## src/hdl/bspe_pkg.sv

```systemverilog
// bspe_pkg: shared types and constants for the BMP stream pixel extractor.
// No dependencies; used by every module of the block.
`default_nettype none

package bspe_pkg;

	// File layout constants
	localparam logic [7:0]  SIG_B       = 8'h42;	// 'B'
	localparam logic [7:0]  SIG_M       = 8'h4D;	// 'M'
	localparam logic [31:0] INFO_40     = 32'd40;
	localparam logic [31:0] INFO_12     = 32'd12;
	localparam logic [31:0] INFO_V4     = 32'd64;
	localparam logic [31:0] INFO_V5A    = 32'd108;
	localparam logic [31:0] INFO_V5B    = 32'd124;
	localparam logic [31:0] BPP_24      = 32'd24;
	localparam logic [31:0] HDR_END_40  = 32'd54;	// 14-byte file header + 40
	localparam logic [31:0] HDR_END_12  = 32'd26;	// 14-byte file header + 12

	localparam int IMG_W  = 13;	// width of image_width / image_height ports
	localparam int QDEPTH = 4;	// front-to-back queue depth

	typedef enum logic [1:0] {
		OP_DATA = 2'd0,
		OP_HDR  = 2'd1,
		OP_ERR  = 2'd2
	} bspe_op_t;

	typedef enum logic [2:0] {
		ST_OK   = 3'd0,
		ST_SIG  = 3'd1,
		ST_BPP  = 3'd2,
		ST_COMP = 3'd3,
		ST_VER  = 3'd4,
		ST_UNK  = 3'd5,
		ST_SIZE = 3'd6
	} bspe_status_t;

	typedef enum logic [1:0] {
		KIND_PIX = 2'd0,
		KIND_HDR = 2'd1,
		KIND_ERR = 2'd2
	} bspe_kind_t;

	// Control part of one queue entry
	typedef struct packed {
		bspe_op_t     op;
		bspe_status_t status;
	} bspe_ent_t;

endpackage

`default_nettype wire

```

## src/hdl/bmp_stream_pixel_extractor_top.sv

```systemverilog
// bmp_stream_pixel_extractor_top: 24-bit BMP byte stream to RGB pixel stream.
// Instantiates bspe_front, bspe_queue and bspe_back; depends on bspe_pkg.
`default_nettype none

// Feed a BMP file one byte per beat, start_of_file set on its first byte.
// The block checks the "BM" signature, parses the file header and a 40-byte
// or 12-byte info header, and answers with one header beat (kind 1, with
// image_width/image_height) or one error beat (kind 2, with status). After a
// good header it skips to the pixel data offset, drops row padding, and sends
// one pixel beat (kind 0) for every B, G, R byte triple; the final pixel has
// last_pixel set. After an error or the last pixel, bytes are ignored until
// the next start_of_file. Fields that do not belong to a beat's kind read 0.
// Throughput is one byte per clock while the queue is not full: the front end
// decodes each byte combinationally, and the back end turns one queued beat
// into at most one result per cycle when out_stall is low. Results come from
// the queue through a result register. A four-entry queue separates the two
// halves, so the input stalls only when the queue fills under an output stall.
// Dimensions outside 1..MAX_DIM are reported as status 6.
module bmp_stream_pixel_extractor_top #(
	parameter int MAX_DIM = 4096
) (
	input  wire logic         clk,
	input  wire logic         arst_n,
	input  wire logic         in_valid,
	output logic              in_stall,
	input  wire logic [7:0]   data_byte,
	input  wire logic         start_of_file,
	output logic              out_valid,
	input  wire logic         out_stall,
	output logic [1:0]        kind,
	output logic [2:0]        status,
	output logic [7:0]        red,
	output logic [7:0]        green,
	output logic [7:0]        blue,
	output logic [12:0]       image_width,
	output logic [12:0]       image_height,
	output logic              last_pixel
);
	import bspe_pkg::*;

	localparam int DIM_W = $clog2(MAX_DIM + 1);
	// queue beat: control, byte, width, height
	localparam int EW = $bits(bspe_ent_t) + 8 + 2 * DIM_W;

	// front side
	logic              f_push;
	bspe_ent_t         f_ent;
	logic [7:0]        f_byte;
	logic [DIM_W-1:0]  f_w, f_h;

	// queue head
	logic [EW-1:0]     q_din, q_dout;
	logic              q_full, q_nonempty, q_pop;
	bspe_ent_t         q_ent;
	logic [7:0]        q_byte;
	logic [DIM_W-1:0]  q_w, q_h;

	// input stalls only on a full queue
	assign in_stall = q_full;

	bspe_front #(.MAX_DIM(MAX_DIM)) u_front (
		.clk           (clk),
		.arst_n        (arst_n),
		.in_valid      (in_valid),
		.in_stall      (in_stall),
		.data_byte     (data_byte),
		.start_of_file (start_of_file),
		.push          (f_push),
		.ent           (f_ent),
		.ent_byte      (f_byte),
		.ent_width     (f_w),
		.ent_height    (f_h)
	);

	assign q_din = {f_ent, f_byte, f_w, f_h};

	// front only pushes on a taken byte, and a byte is only taken when not full
	bspe_queue #(.W(EW), .DEPTH(QDEPTH)) u_queue (
		.clk      (clk),
		.arst_n   (arst_n),
		.push     (f_push && in_valid && !in_stall),
		.din      (q_din),
		.full     (q_full),
		.pop      (q_pop),
		.dout     (q_dout),
		.nonempty (q_nonempty)
	);

	assign {q_ent, q_byte, q_w, q_h} = q_dout;

	bspe_back #(.MAX_DIM(MAX_DIM)) u_back (
		.clk          (clk),
		.arst_n       (arst_n),
		.q_nonempty   (q_nonempty),
		.q_pop        (q_pop),
		.ent          (q_ent),
		.ent_byte     (q_byte),
		.ent_width    (q_w),
		.ent_height   (q_h),
		.out_valid    (out_valid),
		.out_stall    (out_stall),
		.kind         (kind),
		.status       (status),
		.red          (red),
		.green        (green),
		.blue         (blue),
		.image_width  (image_width),
		.image_height (image_height),
		.last_pixel   (last_pixel)
	);

endmodule

`default_nettype wire

```

## src/hdl/bspe_front.sv

```systemverilog
// bspe_front: byte-level header parser and data-offset skipper.
// Classifies each accepted byte and pushes header, error and pixel-byte beats.
// Depends on bspe_pkg.
`default_nettype none

module bspe_front #(
	parameter int MAX_DIM = 4096,
	localparam int DIM_W = $clog2(MAX_DIM + 1)
) (
	input  wire logic              clk,
	input  wire logic              arst_n,
	input  wire logic              in_valid,
	input  wire logic              in_stall,
	input  wire logic [7:0]        data_byte,
	input  wire logic              start_of_file,
	output logic                   push,
	output bspe_pkg::bspe_ent_t    ent,
	output logic [7:0]             ent_byte,
	output logic [DIM_W-1:0]       ent_width,
	output logic [DIM_W-1:0]       ent_height
);
	import bspe_pkg::*;

	typedef enum logic [3:0] {
		PH_HDR  = 4'b0001,
		PH_SKIP = 4'b0010,
		PH_DATA = 4'b0100,
		PH_IDLE = 4'b1000
	} phase_t;

	function automatic logic [DIM_W-1:0] dim_check(input logic [31:0] raw);
		return (raw != '0 && raw <= 32'(MAX_DIM)) ? raw[DIM_W-1:0] : '0;
	endfunction

	phase_t            phase_q, phase_d, ph;
	logic [31:0]       pos_q, pos_d, p;
	logic [31:0]       field_q, field_d;
	logic [31:0]       offset_q, offset_d;
	logic              hdr40_q, hdr40_d;
	logic [DIM_W-1:0]  width_q, width_d;
	logic [DIM_W-1:0]  height_q, height_d;
	logic [5:0]        hp;
	logic              gat, odd2, take;
	logic [1:0]        lane;
	logic [31:0]       asm_v;

	assign take = in_valid && !in_stall;

	always_comb begin
		ph = start_of_file ? PH_HDR : phase_q;
		p  = start_of_file ? '0 : pos_q;
		hp = p[5:0];	// header positions never pass 33

		// which multi-byte field this byte lands in, and its byte lane
		gat  = 1'b0;
		odd2 = 1'b0;
		if (hp == 6'd0) begin
			gat = 1'b1;
		end else if (hp >= 6'd10 && hp <= 6'd17) begin
			gat  = 1'b1;
			odd2 = 1'b1;
		end else if (hp >= 6'd18) begin
			if (hdr40_q) begin
				if (hp <= 6'd25 || hp >= 6'd30) begin
					gat  = 1'b1;
					odd2 = 1'b1;
				end else if (hp >= 6'd28) begin
					gat = 1'b1;
				end
			end else begin
				if (hp <= 6'd19) begin
					gat  = 1'b1;
					odd2 = 1'b1;
				end else if (hp <= 6'd21 || hp == 6'd24 || hp == 6'd25) begin
					gat = 1'b1;
				end
			end
		end
		// field bases sit at 2 or 0 mod 4
		lane  = odd2 ? {~hp[1], hp[0]} : hp[1:0];
		asm_v = ((lane == 2'd0) ? '0 : field_q) | (32'(data_byte) << {lane, 3'b000});

		phase_d    = ph;
		pos_d      = p;
		field_d    = gat ? asm_v : field_q;
		offset_d   = offset_q;
		hdr40_d    = hdr40_q;
		width_d    = width_q;
		height_d   = height_q;
		push       = 1'b0;
		ent.op     = OP_DATA;
		ent.status = ST_OK;
		ent_byte   = data_byte;
		ent_width  = width_q;
		ent_height = height_q;

		case (ph)
			PH_HDR: begin
				pos_d = p + 32'd1;
				if (hp == 6'd1) begin
					if (field_q != 32'(SIG_B) || data_byte != SIG_M) begin
						push       = 1'b1;
						ent.op     = OP_ERR;
						ent.status = ST_SIG;
					end
				end else if (hp == 6'd13) begin
					offset_d = asm_v;
				end else if (hp == 6'd17) begin
					hdr40_d = (asm_v == INFO_40);
					if (asm_v != INFO_40 && asm_v != INFO_12) begin
						push   = 1'b1;
						ent.op = OP_ERR;
						if (asm_v == INFO_V4 || asm_v == INFO_V5A || asm_v == INFO_V5B) begin
							ent.status = ST_VER;
						end else begin
							ent.status = ST_UNK;
						end
					end
				end else if (hdr40_q) begin
					if (hp == 6'd21) width_d = dim_check(asm_v);
					if (hp == 6'd25) height_d = dim_check(asm_v);
					if (hp == 6'd29 && asm_v != BPP_24) begin
						push       = 1'b1;
						ent.op     = OP_ERR;
						ent.status = ST_BPP;
					end
					if (hp == 6'd33) begin
						push = 1'b1;
						if (asm_v != '0) begin
							ent.op     = OP_ERR;
							ent.status = ST_COMP;
						end else if (width_q == '0 || height_q == '0 ||
								offset_q < HDR_END_40) begin
							ent.op     = OP_ERR;
							ent.status = ST_SIZE;
						end else begin
							ent.op = OP_HDR;
						end
					end
				end else begin
					if (hp == 6'd19) width_d = dim_check(asm_v);
					if (hp == 6'd21) height_d = dim_check(asm_v);
					if (hp == 6'd25) begin
						push = 1'b1;
						if (asm_v != BPP_24) begin
							ent.op     = OP_ERR;
							ent.status = ST_BPP;
						end else if (width_q == '0 || height_q == '0 ||
								offset_q < HDR_END_12) begin
							ent.op     = OP_ERR;
							ent.status = ST_SIZE;
						end else begin
							ent.op = OP_HDR;
						end
					end
				end
				if (push) begin
					phase_d = (ent.op == OP_HDR) ? PH_SKIP : PH_IDLE;
				end
			end
			PH_SKIP: begin
				if (p != offset_q) begin
					pos_d = p + 32'd1;
				end else begin
					phase_d = PH_DATA;
					push    = 1'b1;
				end
			end
			PH_DATA: begin
				push = 1'b1;
			end
			PH_IDLE: begin
			end
			default: begin
			end
		endcase
	end

	always_ff @(posedge clk or negedge arst_n) begin
		if (!arst_n) begin
			phase_q <= PH_HDR;
			pos_q   <= '0;
		end else if (take) begin
			phase_q <= phase_d;
			pos_q   <= pos_d;
		end
	end

	always_ff @(posedge clk) begin
		if (take) begin
			field_q  <= field_d;
			offset_q <= offset_d;
			hdr40_q  <= hdr40_d;
			width_q  <= width_d;
			height_q <= height_d;
		end
	end

endmodule

`default_nettype wire

```

## src/hdl/bspe_queue.sv

```systemverilog
// bspe_queue: small first-word-fall-through queue between front and back.
// Depends on bspe_pkg for the default depth.
`default_nettype none

module bspe_queue #(
	parameter int W = 8,
	parameter int DEPTH = bspe_pkg::QDEPTH
) (
	input  wire logic          clk,
	input  wire logic          arst_n,
	input  wire logic          push,
	input  wire logic [W-1:0]  din,
	output logic               full,
	input  wire logic          pop,
	output logic [W-1:0]       dout,
	output logic               nonempty
);
	localparam int AW = (DEPTH > 1) ? $clog2(DEPTH) : 1;
	localparam int CW = $clog2(DEPTH + 1);

	logic [W-1:0]  mem_q [DEPTH];
	logic [AW-1:0] wr_q, rd_q;
	logic [CW-1:0] cnt_q;

	assign full     = (cnt_q == CW'(DEPTH));
	assign nonempty = (cnt_q != '0);
	assign dout     = mem_q[rd_q];

	always_ff @(posedge clk or negedge arst_n) begin
		if (!arst_n) begin
			wr_q  <= '0;
			rd_q  <= '0;
			cnt_q <= '0;
		end else begin
			if (push) wr_q <= (wr_q == AW'(DEPTH - 1)) ? '0 : wr_q + AW'(1);
			if (pop) rd_q <= (rd_q == AW'(DEPTH - 1)) ? '0 : rd_q + AW'(1);
			if (push && !pop) cnt_q <= cnt_q + CW'(1);
			else if (pop && !push) cnt_q <= cnt_q - CW'(1);
		end
	end

	always_ff @(posedge clk) begin
		if (push) mem_q[wr_q] <= din;
	end

`ifndef NO_ASSERTIONS
	a_no_overflow: assert property (@(posedge clk) disable iff (!arst_n)
		push |-> (!full || pop)) else $error("queue overflow");
	a_no_underflow: assert property (@(posedge clk) disable iff (!arst_n)
		pop |-> nonempty) else $error("queue underflow");
`endif

endmodule

`default_nettype wire

```

## src/hdl/bspe_back.sv

```systemverilog
// bspe_back: pixel assembler with row/column tracking and the result register.
// Consumes queue beats from bspe_front. Depends on bspe_pkg.
`default_nettype none

module bspe_back #(
	parameter int MAX_DIM = 4096,
	localparam int DIM_W = $clog2(MAX_DIM + 1)
) (
	input  wire logic                  clk,
	input  wire logic                  arst_n,
	input  wire logic                  q_nonempty,
	output logic                       q_pop,
	input  wire bspe_pkg::bspe_ent_t   ent,
	input  wire logic [7:0]            ent_byte,
	input  wire logic [DIM_W-1:0]      ent_width,
	input  wire logic [DIM_W-1:0]      ent_height,
	output logic                       out_valid,
	input  wire logic                  out_stall,
	output logic [1:0]                 kind,
	output logic [2:0]                 status,
	output logic [7:0]                 red,
	output logic [7:0]                 green,
	output logic [7:0]                 blue,
	output logic [12:0]                image_width,
	output logic [12:0]                image_height,
	output logic                       last_pixel
);
	import bspe_pkg::*;

	localparam int COL_W = $clog2(3 * MAX_DIM + 4);

	logic              load_ok;
	logic              active_q, active_d;
	logic [DIM_W-1:0]  height_q, height_d;
	logic [COL_W-1:0]  pix_q, pix_d, rowb_q, rowb_d, pix3;
	logic [COL_W-1:0]  col_q, col_d, col_nxt;
	logic [DIM_W-1:0]  row_q, row_d;
	logic [1:0]        ch_q, ch_d;
	logic [15:0]       held_q, held_d;

	logic              res, r_last;
	bspe_kind_t        r_kind;
	bspe_status_t      r_status;
	logic [7:0]        r_red, r_green, r_blue;
	logic [IMG_W-1:0]  r_w, r_h;

	logic              out_valid_q, last_q;
	bspe_kind_t        kind_q;
	bspe_status_t      status_q;
	logic [7:0]        red_q, green_q, blue_q;
	logic [IMG_W-1:0]  iw_q, ih_q;

	assign load_ok = !out_valid_q || !out_stall;
	assign q_pop   = q_nonempty && load_ok;

	// width * 3 + 3, taken straight from the incoming beat
	assign pix3    = COL_W'({ent_width, 1'b0}) + COL_W'(ent_width) + COL_W'(3);
	assign col_nxt = col_q + COL_W'(1);

	always_comb begin
		active_d = active_q;
		height_d = height_q;
		pix_d    = COL_W'({ent_width, 1'b0}) + COL_W'(ent_width);	// width * 3
		rowb_d   = rowb_q;
		col_d    = col_q;
		row_d    = row_q;
		ch_d     = ch_q;
		held_d   = held_q;
		res      = 1'b0;
		r_last   = 1'b0;
		r_kind   = KIND_PIX;
		r_status = ST_OK;
		r_red    = '0;
		r_green  = '0;
		r_blue   = '0;
		r_w      = '0;
		r_h      = '0;

		case (ent.op)
			OP_HDR: begin
				res      = 1'b1;
				r_kind   = KIND_HDR;
				r_w      = IMG_W'(ent_width);
				r_h      = IMG_W'(ent_height);
				active_d = 1'b1;
				height_d = ent_height;
				rowb_d   = {pix3[COL_W-1:2], 2'b00};	// rounded up to 4 bytes
				col_d    = '0;
				row_d    = '0;
				ch_d     = '0;
				held_d   = '0;
			end
			OP_ERR: begin
				res      = 1'b1;
				r_kind   = KIND_ERR;
				r_status = ent.status;
				active_d = 1'b0;
			end
			OP_DATA: begin
				pix_d = pix_q;
				if (active_q) begin
					if (col_q < pix_q) begin
						case (ch_q)
							2'd0: begin
								held_d = {8'd0, ent_byte};
								ch_d   = 2'd1;
							end
							2'd1: begin
								held_d = {ent_byte, held_q[7:0]};
								ch_d   = 2'd2;
							end
							default: begin
								res     = 1'b1;
								r_red   = ent_byte;
								r_green = held_q[15:8];
								r_blue  = held_q[7:0];
								ch_d    = 2'd0;
								if (row_q == height_q - DIM_W'(1) &&
										col_q == pix_q - COL_W'(1)) begin
									r_last   = 1'b1;
									active_d = 1'b0;
								end
							end
						endcase
					end
					if (col_nxt >= rowb_q) begin
						col_d = '0;
						ch_d  = 2'd0;
						row_d = row_q + DIM_W'(1);
					end else begin
						col_d = col_nxt;
					end
				end
			end
			default: begin
				pix_d = pix_q;
			end
		endcase
	end

	always_ff @(posedge clk or negedge arst_n) begin
		if (!arst_n) begin
			active_q    <= 1'b0;
			out_valid_q <= 1'b0;
			col_q       <= '0;
			row_q       <= '0;
			ch_q        <= '0;
		end else begin
			if (q_pop) begin
				active_q <= active_d;
				col_q    <= col_d;
				row_q    <= row_d;
				ch_q     <= ch_d;
			end
			if (load_ok) out_valid_q <= q_pop && res;
		end
	end

	always_ff @(posedge clk) begin
		if (q_pop) begin
			height_q <= height_d;
			pix_q    <= pix_d;
			rowb_q   <= rowb_d;
			held_q   <= held_d;
		end
		if (q_pop && res) begin
			kind_q   <= r_kind;
			status_q <= r_status;
			red_q    <= r_red;
			green_q  <= r_green;
			blue_q   <= r_blue;
			iw_q     <= r_w;
			ih_q     <= r_h;
			last_q   <= r_last;
		end
	end

	assign out_valid    = out_valid_q;
	assign kind         = kind_q;
	assign status       = status_q;
	assign red          = red_q;
	assign green        = green_q;
	assign blue         = blue_q;
	assign image_width  = iw_q;
	assign image_height = ih_q;
	assign last_pixel   = last_q;

`ifndef NO_ASSERTIONS
	a_last_is_pixel: assert property (@(posedge clk) disable iff (!arst_n)
		(out_valid_q && last_q) |-> (kind_q == KIND_PIX))
		else $error("last_pixel on a non-pixel result");
	a_hdr_dims: assert property (@(posedge clk) disable iff (!arst_n)
		(out_valid_q && kind_q == KIND_HDR) |-> (iw_q != '0 && ih_q != '0))
		else $error("header accepted with zero dimension");
	a_stop_after_last: assert property (@(posedge clk) disable iff (!arst_n)
		(q_pop && res && r_last) |=> !active_q)
		else $error("pixel walk still active after last pixel");
`endif

endmodule

`default_nettype wire

```

## config.mk

```make
export PLATFORM = sky130hd
export DESIGN_NAME = bmp_stream_pixel_extractor_top
export DESIGN_NICKNAME = d
export VERILOG_FILES = /design/src/hdl/bspe_pkg.sv /design/src/hdl/bmp_stream_pixel_extractor_top.sv /design/src/hdl/bspe_front.sv /design/src/hdl/bspe_queue.sv /design/src/hdl/bspe_back.sv
export SDC_FILE = /design/constraint.sdc
export NUM_CORES = 1
export LEC_CHECK = 0
export ABC_AREA = 1
export BUFFER_PORTS_ARGS = -buffer_cell sky130_fd_sc_hd__buf_2
export CAP_MARGIN = 10
export CORE_AREA = 2 2 220 222
export DETAILED_ROUTE_END_ITERATION = 8
export DIE_AREA = 0 0 222 224
export GPL_TIMING_DRIVEN = 1
export PLACE_DENSITY_LB_ADDON = 0.15
export SLEW_MARGIN = 20
export SYNTH_ARGS = -nofsm -noshare
export SYNTH_HDL_FRONTEND = slang
export SYNTH_SLANG_ARGS = --single-unit
```

## constraint.sdc

```tcl
create_clock -name clk -period 18.2 [get_ports clk]
set_input_delay 1.82 -clock clk [delete_from_list [all_inputs] [get_ports clk]]
set_output_delay 1.82 -clock clk [all_outputs]
set_load 0.05 [all_outputs]
```

# Word level (Yosys, flattened, before mapping)
# Memory sizes are Yosys's and may differ from the RTL's.
# Cells that the tools add are included.
[word_totals]
regBits = 276
ramBits = 156
in_bits = 13
output_inout_bits = 58
word_cells = 250
memories = 1
[classes]
n_addsub = 11
magnitude_cmp = 13
eq_ne = 40
n_shift = 1
muxes = 92
bitwise_logic = 8
reduce_logical = 56
[mem_list]
columns = ["memory", "depth", "word_bits", "rd", "rd_ports_with_merged_regs", "wr", "line_no", "text"]
rows = [
  ["u_queue.mem_q", 4, 39, 1, 0, 1, "bspe_queue.sv:21", "logic [W-1:0] mem_q [DEPTH];"],
]
[ops]
columns = ["cell", "n"]
rows = [
  ["$mux 13", 8],
  ["$eq 32x7->1 const B", 3],
  ["$mux 32", 3],
  ["$mux 5", 13],
  ["$pmux 16 s2", 2],
  ["$pmux 32 s2", 1],
  ["$eq 6x5->1 const B", 6],
  ["$mux 1", 36],
  ["$add 32x1->32 const B", 1],
  ["$eq 32x6->1 const B", 1],
  ["$le 32x13->1 const B", 1],
  ["$lt 32x5->1 const B", 1],
  ["$lt 32x6->1 const B", 1],
  ["$mux 16", 2],
  ["$ne 32x32->1", 1],
  ["$ne 32x4->1 const B", 1],
  ["$ne 32x5->1 const B", 1],
  ["$ne 32x6->1 const B", 1],
  ["$ne 32x7->1 const B", 1],
  ["$or 32x32->32", 1],
  ["$reduce_bool 32->1", 1],
  ["$shl 8x5->32", 1],
  ["$mux 14", 2],
  ["$pmux 14 s2", 1],
  ["55 further kinds", 131],
]

# Logic depth before layout (Yosys ltp)
# Gate-level depths: netlist (run 1).
[depth]
word_depth = 28
mapped_depth = 35
ltp_nobuf = 34

# By module
# From an unflattened synthesis (run 1), not the netlist that was laid out.
[hier_totals]
hier_cells = 2329
area_unflattened_um2 = 22419.0
[by_module_without_submodules]
columns = ["module", "n_inst", "cells_each", "area_per_inst_um2", "seq_area_each_um2"]
rows = [
  ["bspe_back", 1, 926, 8091.5, 4108.9],
  ["bspe_front", 1, 893, 7505.9, 3634.7],
  ["bspe_queue", 1, 508, 6811.5, 4859.7],
  ["bmp_stream_pixel_extractor_top", 1, 2, 10.0, 0.0],
]

# Worst setup path after synthesis (run 1)
# OpenSTA, ideal clock, no wires.
[synth_path]
path_kind = "input port to flip-flop"
from = "input port start_of_file"
to = "memory u_queue.mem_q[0][0] (netlist bit) (enable)"
setup_ns = 0.495
t_arrival_ns = 7.306
path_slack_ns = 10.399
path_stages = 28
path_buffers = 4
cell_sequence = "buf_4 > nor2_1 > buf_4 > clkbuf_1 > ha_1 > inv_1 > nor2_2 > nand2_2 > nand2_1 > nand2_2 > nand3_4 > buf_2 > nand3_1 > nand2_1 > nand2_1 > nand2_1 > nor2_1 > nand2_1 > inv_1 > nand2_2 > inv_2 > nand2_1 > nand2_1 > nand2_1 > nand2_2 > nand3_2 > nand2_4 > a21boi_0"
[synth_via]
elab_chain_cells = 26
word_cells_on_any_way = 53
classes_between = "order compare (6); eq/ne (13); shift (1); mux (23); bitwise (2); reduce/logical (8)"
[synth_lines]
columns = ["item", "line_no", "text"]
rows = [
  ["start: declaration", "bmp_stream_pixel_extractor_top.sv:27", "input wire logic start_of_file,"],
  ["branches (longest 21 deep; another with $le 6x5->1)", "n/a", ""],
  ["$pmux 1 s3 (*)", "bspe_front.sv:97", "case (ph)"],
  ["$logic_and 1x1->1 (*) (2 in series)", "bmp_stream_pixel_extractor_top.sv:81", ".push (f_push && in_valid && !in_stall),"],
  ["$mux 1 (*)", "bspe_queue.sv:43", "if (push) mem_q[wr_q] <= din;"],
  ["$mux 1 (not written as such) (*)", "bspe_queue.sv:43", ""],
  ["end: declaration", "bspe_queue.sv:21", ""],
]
# Mark *: on every way between the ends. The select of a mux whose other input is x is not followed.

# Final worst setup path (run 1)
[layout_path]
from = "input port start_of_file"
to = "register u_queue.cnt_q[1]"
[layout_via]
elab_chain_cells = 27
word_cells_on_any_way = 56
classes_between = "order compare (6); eq/ne (13); shift (1); mux (22); bitwise (2); reduce/logical (12)"
[layout_lines]
columns = ["item", "line_no", "text"]
rows = [
  ["$mux 32 (*)", "bspe_front.sv:51", "p = start_of_file ? '0 : pos_q;"],
  ["$le 6x5->1 or $ge 6x5->1 (tied branches)", "bspe_front.sv:64", "if (hp <= 6'd25 || hp >= 6'd30) begin"],
  ["$logic_or 1x1->1", "bspe_front.sv:64", ""],
  ["$mux 1", "bspe_front.sv:64", ""],
  ["$mux 1", "bspe_front.sv:63", "if (hdr40_q) begin"],
  ["$mux 1", "bspe_front.sv:62", "end else if (hp >= 6'd18) begin"],
  ["$mux 1", "bspe_front.sv:59", "end else if (hp >= 6'd10 && hp <= 6'd17) begin"],
  ["$mux 1", "bspe_front.sv:57", "if (hp == 6'd0) begin"],
  ["[4 not listed]", "n/a", ""],
  ["net u_front.asm_v[27]", "bspe_front.sv:45", "logic [31:0] asm_v;"],
  ["[7 not listed]", "n/a", ""],
  ["$mux 1 (*)", "bspe_front.sv:100", "if (hp == 6'd1) begin"],
  ["$mux 1 (*)", "bspe_front.sv:97", ""],
  ["$pmux 1 s3 (*)", "bspe_front.sv:97", ""],
  ["$logic_and 1x1->1 (*) (2 in series)", "bmp_stream_pixel_extractor_top.sv:81", ""],
  ["net u_queue.push", "bspe_queue.sv:11", "input wire logic push,"],
  ["$logic_not 1->1", "bspe_queue.sv:38", "else if (pop && !push) cnt_q <= cnt_q - CW'(1);"],
  ["$logic_and 1x1->1", "bspe_queue.sv:38", ""],
  ["$reduce_bool 2->1 (no source line)", "n/a", ""],
  ["end signal: assignment", "bspe_queue.sv:37", "if (push && !pop) cnt_q <= cnt_q + CW'(1);"],
  ["end signal: assignment", "bspe_queue.sv:38", ""],
  ["end: declaration", "bspe_queue.sv:23", "logic [CW-1:0] cnt_q;"],
]
# Mark *: on every way through the listed nets, which the timed path passes. The select of a mux whose other input is x is not followed.
# A chain may end at the register's enable or synchronous reset.

==> results.yml, run 1 <==
outcome:
  status: "complete, no violations"
global_route:
  overflow: 0
  grt_pass1_wl_mm: 81.1
  track_usage: 0.209
  grtUsageMet3: 0.0269
  top_usage_layer: "met2"
  grt_pass1_vias: 14400
  grt_util_met2: 0.319
  grt_max_degree: 80
  grtUsageMet1: 0.313
  antenna_found_initial: 1
layout:
  nNetsFinal: 2248
  final_area_um2: 23700
  drive_gt1_frac: 0.106
  syn2layout_area_growth_pct: 12.6
  insertedDiodeCount: 0
route:
  drt-initial-drc-count: 1168
  wl_per_cell_um: 18.3
  drt-pass1-iter-count: 5
  vias_per_cell: 5.34
  drc: 0
  ant_nets: 0
  routed_wirelength_mm: 51.7
  via_count: 15100
critical_path:
  arrival_ps: 6900
  cp_max_fo: 33
  critical_path.most_common_cell: "nand2_1"
  slowest_delay_ps: 520
  crit_path_end_kind: "flip-flop"
  cp_slowest_cell: "buf_2"
  criticalPathCategory: "primary input to flip-flop"
  cp.required_ps: 18660
  start_kind: "primary input"
floorplanning:
  rows: 80
  core-area_um2: 47300
  initial_core_util: 0.445
  die_h_um: 224
  io-pin-count: 71
  dieArea_um2: 49700
  die_x_um: 222
synthesis:
  ys_ff_latch: 432
  synth_fa_ha_area_frac: 0.0357
  synth.avg_cell_area_um2: 10.1
  synth-simple-area-share: 0.178
  yosys_warnings: 0
  synthXorXnorAreaFrac: 0.0382
  ys_seq_area_frac: 0.598
  synthArstFlopShare: 0.171
  synth_top_family_by_area: "simple AND/OR/NAND/NOR gates"
  syn_inst: 2091
  ys.flop_type: "edfxtp_1"
  synth_compound_area_frac: 0.0861
  ys_types: 67
  synth_nets: 2163
  netlist_area_um2: 21100
  synth_edf_count: 358
  synth.area.mux_share: 0.000534
timing:
  period_share: 0.354
  relSlewSlack: 0.418
  grt_setup_unrepaired: "no"
  drv_slew: 0
  fmax_mhz: 155
  fin_worst_skew_ps: 25.3
  final_hold_viol_count: 0
  setup_viol: 0
  period_needed_ps: 6440
  holdWs_ps: 507
  tns_ps: 0
  worstMarginPinSlew_ps: 873
flow_run:
  cap_viol_max_count: 0
clock_tree:
  worstSkewPairLatency_ps: 600
  cts_setup_buffers: 0
  ctsHoldBuffers: 0
  clk_pin_slew_worst_paths_ps: 60
  clk_path_buf_depth: 3
  cts-root-buf: "clkbuf_16"
  cts_buffers: 48
  numClockSinks: 432
  cts_resized: 0
  cts_tree: "yes"
  htreeDepth: 2
pwr:
  finalPower_w: 0.00427
  ir_worst_vdd_v: 0.000118
  p_leak_nw: 9.43
  power_density_nw_per_um2: 180
placement:
  place_hpwl_mm: 36.3
  globalplace.congestion: 0.908
  place_area_um2: 22200
  io_buffers: 70
min_path:
  min_path_type: "flip-flop to flip-flop"
flip-flops by register name (all words and copies together) (netlist names), 14 cells and up:
name and count:
u_back.col_q 14, u_back.held_q 16, u_back.pix_q 14, u_front.field_q 32, u_front.offset_q 32, u_front.pos_q 32, u_queue.mem_q 156
cells in the mapped netlist, drive strengths merged, types with 2 or more instances:
cell type,number,area share
nor3b,6,0.0021
nor4,33,0.010
a21oi,79,0.019
o21a,7,0.0025
a31o,2,0.00083
a221oi,3,0.0012
o22ai,19,0.0056
a31oi,6,0.0018
a2111oi,3,0.0012
nor3,40,0.0097
a32oi,4,0.0017
a21boi,5,0.0018
edfxtp,358,0.51
o2111ai,2,0.00083
ha,57,0.034
nand3,85,0.022
a32o,8,0.0038
o31ai,3,0.0011
a211oi,2,0.00071
xnor2,26,0.011
a41oi,2,0.00083
a21o,2,0.00071
nand4,44,0.013
o21bai,4,0.0014
clkbuf,29,0.0052
o21ai,144,0.035
nand2,308,0.058
xor2,66,0.027
and3,2,0.00059
o41ai,2,0.00083
or2,11,0.0033
dfrtp,73,0.087
fa,2,0.0019
nor2,316,0.058
inv,291,0.052
o211ai,9,0.0032
buf,26,0.0062
power breakdown:
group | switching, W | total [W] | internal [W] | leakage (nW)
clock | 0.000408 | 0.000927 | 0.000520 | 0.729
combinational | 0.00129 | 0.00177 | 0.000477 | 4.37
sequential | 0.000110 | 0.00158 | 0.00147 | 4.33
metal layers:
| layer | vias up | part of all wire |
|---|---|---|
| met2 | 398 | 0.44 |
| met3 | 72 | 0.051 |
| met4 | 0 | 0.019 |
| li1 | 7323 | - |
| met1 | 7313 | 0.49 |
| met5 | - | 0 |
critical path: cells and delay by family:
| family | cells | cell delay [ps] |
|---|---|---|
| multiplexers | 1 | 260 |
| AO/OA/AOI/OAI | 1 | 160 |
| AND/OR/NAND/NOR | 18 | 2170 |
| buffers and inverters | 7 | 1530 |
| adder cells (fa/ha/maj) | 3 | 910 |
final timing paths:
path | startpoint | endpoint | slack [ps] | depth (start not counted)
worst max register to register | u_queue.rd_q[1] | u_back.row_q[12] | 12800 | 21
max in group asynchronous | arst_n | u_queue.rd_q[0] | 16000 | 2
worst min-delay path | u_front.pos_q[25] | u_front.pos_q[25] | 510 | 2
min in group asynchronous | arst_n | u_back.col_q[0] | 1070 | 1
worst max-delay path | start_of_file | u_queue.cnt_q[1] | 11760 | 30
worst min register to register | u_front.pos_q[25] | u_front.pos_q[25] | 510 | 2
cell usage in the layout (no fill, tap or decap), types with 6 or more instances in the layout:
master,count
edfxtp_1,358
nor2_1,305
nand2_1,291
inv_1,281
o21ai_0,139
nand3_1,81
a21oi_1,79
dfrtp_1,72
buf_2,69
xor2_1,66
ha_1,57
clkbuf_16,48
nand4_1,44
nor3_1,38
nor4_1,31
xnor2_1,26
buf_4,20
o22ai_1,19
nand2_2,13
clkinv_2,11
or2_2,10
clkinv_1,9
o211ai_1,9
inv_2,8
a32o_1,8
o21a_1,7
nor2_4,6
nor3b_1,6
clkinvlp_4,6
per-stage QoR:
| step | std cells | setup WS [ps] | utilization |
|---|---|---|---|
| after floorplan | 2091 | 10400 | - |
| after global placement | 2740 | 11350 | 0.469 |
| after detailed placement | 2741 | 11230 | 0.470 |
| after CTS | 2828 | 11830 | 0.501 |
| after global routing | 2828 | 11360 | 0.502 |
| final | 2828 | 11760 | 0.502 |
logic make-up after synthesis:
group / Yosys count
buf+inv: 347
compound gates: 312
fa+ha+maj: 59
xor+xnor: 92
simple gates: 848
mux: 1
flops: 432
cell type report:
type,instances,area (um^2)
Tap cell,615,769
Multi-Input combinational cell,1312,7240
Clock inverter,35,279
Clock buffer,52,1230
Timing Repair Buffer,90,523
Inverter,292,1100
Fill cell,4312,23600
Sequential cell,432,12600
Note: power is estimated with default switching activity, not from simulation.
==> run 2: changes to the inputs <==
- clock period: 18.2 -> 5.9 ns (I/O delays scaled with it)
==> results.yml, run 2 (synthesis results as in run 1) <==
critical_path:
  cp.required_ps: 6370
  r2r_start: "u_front.pos_q[1]"
  start_kind: "flip-flop"
  cp-startpoint: "u_front.pos_q[1]"
  cp_max_fo: 33
  arrival_ps: 5510
  critical_path.most_common_cell: "nand2_1"
  crit_path_end_kind: "flip-flop"
  slowest_delay_ps: 430
  cp_slowest_cell: "fa_1"
  regToRegSetupSlack_ps: 860
  criticalPathCategory: "flip-flop to flip-flop"
route:
  via_count: 15100
  wl_per_cell_um: 18.5
  routed_wirelength_mm: 52.5
  vias_per_cell: 5.33
  drt-initial-drc-count: 1476
  drt-pass1-iter-count: 5
  ant_nets: 0
  drc: 0
placement:
  globalplace.congestion: 0.944
  dp_worst_setup_slack_ps: 542
  place_hpwl_mm: 37.4
  io_buffers: 70
layout:
  drive_gt1_frac: 0.109
  largest-register: "u_queue.mem_q"
  fillers: 4238
  largest_register_ffs: 156
  multi_input_area_um2: 7250
  layout_common_cells: "edfxtp_1, nor2_1, nand2_1"
  insertedDiodeCount: 0
  ff_latch_area_um2: 12600
  nNetsFinal: 2256
  layout_commonest_cell: "edfxtp_1"
  syn2layout_area_growth_pct: 13.4
clock_tree:
  htreeDepth: 2
  cts_resized: 0
  cts_buffers: 48
  clk_pin_slew_worst_paths_ps: 60
  cts-root-buf: "clkbuf_16"
  numClockSinks: 432
  cts_tree: "yes"
  clk_path_buf_depth: 3
  worstSkewPairLatency_ps: 600
pwr:
  pwr-share-comb: 0.410
  power_density_nw_per_um2: 561
  sw_frac_of_total: 0.416
  netSwitchingPower_w: 0.00558
  p_seq_frac: 0.363
  ir_worst_vdd_v: 0.000274
  pwr-share-clk: 0.227
  p_int_w: 0.00783
  p_leak_nw: 9.51
global_route:
  overflow: 0
  grt_pass1_vias: 14300
  grt_max_degree: 62
  grt_pass1_wl_mm: 82.2
  track_usage: 0.213
  antenna_found_initial: 1
timing:
  setup_viol: 0
  drv_slew: 0
  final_hold_viol_count: 0
  fin_worst_skew_ps: 19.5
  grt_setup_unrepaired: "no"
  fin_ws_ps: 864
  worstMarginPinSlew_ps: 872
  holdWs_ps: 365
  relSlewSlack: 0.419
  period_share: 0.854
  fmax_mhz: 199
  period_needed_ps: 5040
flow_run:
  cap_viol_max_count: 0
floorplanning:
  dieArea_um2: 49700
  die_x_um: 222
  io-pin-count: 71
  initial_core_util: 0.445
  die_h_um: 224
  rows: 80
  core-area_um2: 47300
outcome:
  status: "complete, no violations"
min_path:
  min_path_type: "primary input to flip-flop"
  worstHoldStart: "out_stall"
run 2: metrics by stage:
step	utilization	setup TNS (ps)	std cells	power (W)	cell area (um^2)
detailed placement	0.470	0	2747	0.0104	22300
floorplan	-	-104670	2091	0.00887	21100
global placement	0.470	0	2747	0.0103	22300
CTS	0.504	0	2834	0.0135	23900
global route	0.505	0	2835	0.0143	23900
finish	0.505	0	2835	0.0134	23900
run 2: worst max-delay path, delay by kind of cell, from the launching register on:
family                   cells  cell delay (ps)
AND/OR/NAND/NOR             21             2650
AO/OA/AOI/OAI                1              170
multiplexers                 1              280
adder cells (fa/ha/maj)      3              850
flip-flops                   1              420
buffers and inverters        4              520
run 2: what timing repair did:
item                      CTS  global route
hold endpoints to repair   13             0
hold buffers                1             0
buffers inserted            0             0
run 2: path summary, 6_finish.rpt:
kind / to / cells past startpoint
worst max register to register: u_queue.cnt_q[1] / 30
max in group asynchronous: u_queue.rd_q[0] / 3
min in group asynchronous: u_back.col_q[10] / 2
worst min register to register: u_front.phase_q[2] / 2
worst max-delay path: u_queue.cnt_q[1] / 30
worst min-delay path: u_back.out_valid / 3
run 2: power groups by stage:
stage | registers [W] | logic [W] | clock network [W]
2_1_floorplan | 0.00560 | 0.00326 | 0
3_3_place_gp | 0.00493 | 0.00541 | 0
3_5_place_dp | 0.00493 | 0.00550 | 0
4_1_cts | 0.00488 | 0.00552 | 0.00311
5_1_grt | 0.00494 | 0.00613 | 0.00324
6_report | 0.00487 | 0.00549 | 0.00305
run 2: final cells by class:
class | instances | area share
clock buffer | 59 | 0.0545
clock inverter | 27 | 0.0128
inverter | 292 | 0.0460
multi-input combinational | 1312 | 0.303
sequential | 432 | 0.527
tap | 615 | 0.0322
timing repair buffer | 98 | 0.0245
run 2: per-layer routing:
layer / vias up / GRT usage / part of all wire
met5: - / 0 / 0
met4: 0 / 0.0612 / 0.023
met3: 83 / 0.0363 / 0.059
met2: 455 / 0.322 / 0.44
met1: 7246 / 0.315 / 0.48
li1: 7319 / - / -
==> run 3: changes to the inputs <==
- CELL_PAD_IN_SITES_DETAIL_PLACEMENT: not set -> 0
- CELL_PAD_IN_SITES_GLOBAL_PLACEMENT: not set -> 1
- PLACE_DENSITY: not set -> 0.85
- PLACE_DENSITY_LB_ADDON: 0.15 -> not set
==> results.yml, run 3 (synthesis results as in run 1) <==
outcome:
  status: "complete, no violations"
critical_path:
  cp_slowest_cell: "fa_1"
  critical_path.most_common_cell: "nand2_2"
  crit_path_end_kind: "flip-flop"
  start_kind: "flip-flop"
  reg2regPathDepth: 30
  arrival_ps: 5440
  cp.required_ps: 6360
  cp_max_fo: 33
  criticalPathCategory: "flip-flop to flip-flop"
  r2r_end: "u_queue.cnt_q[1]"
  r2r_start: "u_front.pos_q[1]"
  slowest_delay_ps: 420
  regToRegSetupSlack_ps: 920
layout:
  largest-register: "u_queue.mem_q"
  syn2layout_area_growth_pct: 13.5
  final_area_um2: 23900
  layout_common_cells: "edfxtp_1, nor2_1, nand2_1"
  drive_gt1_frac: 0.107
  insertedDiodeCount: 0
  layout_commonest_cell: "edfxtp_1"
  nNetsFinal: 2258
  largest_register_ffs: 156
  fillers: 4208
timing:
  setup_viol: 0
  fin_worst_skew_ps: 19.7
  grt_setup_unrepaired: "no"
  fmax_mhz: 201
  relSlewSlack: 0.407
  fin_ws_ps: 917
  final_hold_viol_count: 0
  period_share: 0.845
  period_needed_ps: 4980
  drv_slew: 0
  worstMarginPinSlew_ps: 889
clock_tree:
  clk_path_buf_depth: 3
  cts-root-buf: "clkbuf_16"
  clk_pin_slew_worst_paths_ps: 60
  cts_setup_buffers: 0
  cts_resized: 0
  htreeDepth: 2
  cts_buffers: 48
  ctsHoldBuffers: 1
  worstSkewPairLatency_ps: 580
  numClockSinks: 432
  cts_tree: "yes"
global_route:
  grt_pass1_wl_mm: 79.1
  grt_max_degree: 66
  grt_pass1_vias: 14400
  antenna_found_initial: 1
  track_usage: 0.203
  overflow: 0
placement:
  place_area_um2: 22300
  io_buffers: 70
  place_hpwl_mm: 36.1
  dp_worst_setup_slack_ps: 599
  globalplace.congestion: 0.897
min_path:
  min_path_type: "primary input to flip-flop"
  worstHoldStart: "out_stall"
  min_to: "u_back.out_valid"
  hold_path_depth: 3
floorplanning:
  core-area_um2: 47300
  rows: 80
  io-pin-count: 71
  die_h_um: 224
  dieArea_um2: 49700
  initial_core_util: 0.445
  die_x_um: 222
pwr:
  power_density_nw_per_um2: 561
  finalPower_w: 0.0134
  p_leak_nw: 9.53
  ir_worst_vdd_v: 0.000321
route:
  drc: 0
  drt-pass1-iter-count: 6
  wl_per_cell_um: 17.7
  ant_nets: 0
  via_count: 15000
  vias_per_cell: 5.29
  drt-initial-drc-count: 1210
  routed_wirelength_mm: 50.3
flow_run:
  cap_viol_max_count: 0
## run 3: layer usage
metal | global-route usage | share of wire | wire length, um | vias to the layer above
met4 | 0.0532 | 0.022 | 1080 | 0
met1 | 0.277 | 0.45 | 22500 | 7193
li1 | - | - | - | 7324
met3 | 0.0312 | 0.054 | 2710 | 68
met5 | 0 | 0 | 0 | -
met2 | 0.341 | 0.48 | 24000 | 423
## run 3: worst max-delay path by stage
| stage | from | end | slack, ps | cells past startpoint |
|---|---|---|---|---|
| 6_report | u_front.pos_q[1] | u_queue.cnt_q[1] | 920 | 30 |
| 2_1_floorplan | start_of_file | u_queue.mem_q[0][0] | -670 | 28 |
| 4_1_cts | u_front.pos_q[1] | u_queue.cnt_q[1] | 980 | 30 |
| 5_1_grt | u_front.pos_q[1] | u_queue.cnt_q[1] | 500 | 30 |
| 3_3_place_gp | start_of_file | u_queue.cnt_q[1] | 750 | 30 |
| 3_5_place_dp | start_of_file | u_queue.cnt_q[1] | 600 | 30 |
## run 3: power breakdown
part	total (W)	internal [W]	switching, W
logic	0.00544	0.00152	0.00393
clock network	0.00307	0.00186	0.00121
registers	0.00490	0.00453	0.000374
## run 3: worst max-delay path, delay by kind of cell, from the launching register on
| kind | cells | cell delay, ps |
|---|---|---|
| AO/OA/AOI/OAI | 1 | 160 |
| adder cells (fa/ha/maj) | 3 | 840 |
| buffers and inverters | 6 | 760 |
| flip-flops | 1 | 400 |
| multiplexers | 1 | 270 |
| AND/OR/NAND/NOR | 19 | 2370 |
## run 3: stage by stage
step                      setup TNS [ps]  hold slack (ps)   util  std cells
after detailed placement               0              489  0.470       2749
after global routing                   0              355  0.505       2836
after floorplan                  -104670              294      -       2091
after global placement                 0              483  0.470       2749
final                                  0              374  0.505       2836
after CTS                              0              328  0.505       2835
## run 3: final cells by class
cell class,instances,area (um^2),area share
multi-input combinational,1312,7240,0.303
timing repair buffer,100,601,0.0251
tap,615,769,0.0322
clock inverter,33,375,0.0157
clock buffer,52,1240,0.0517
inverter,292,1100,0.0460
sequential,432,12600,0.527
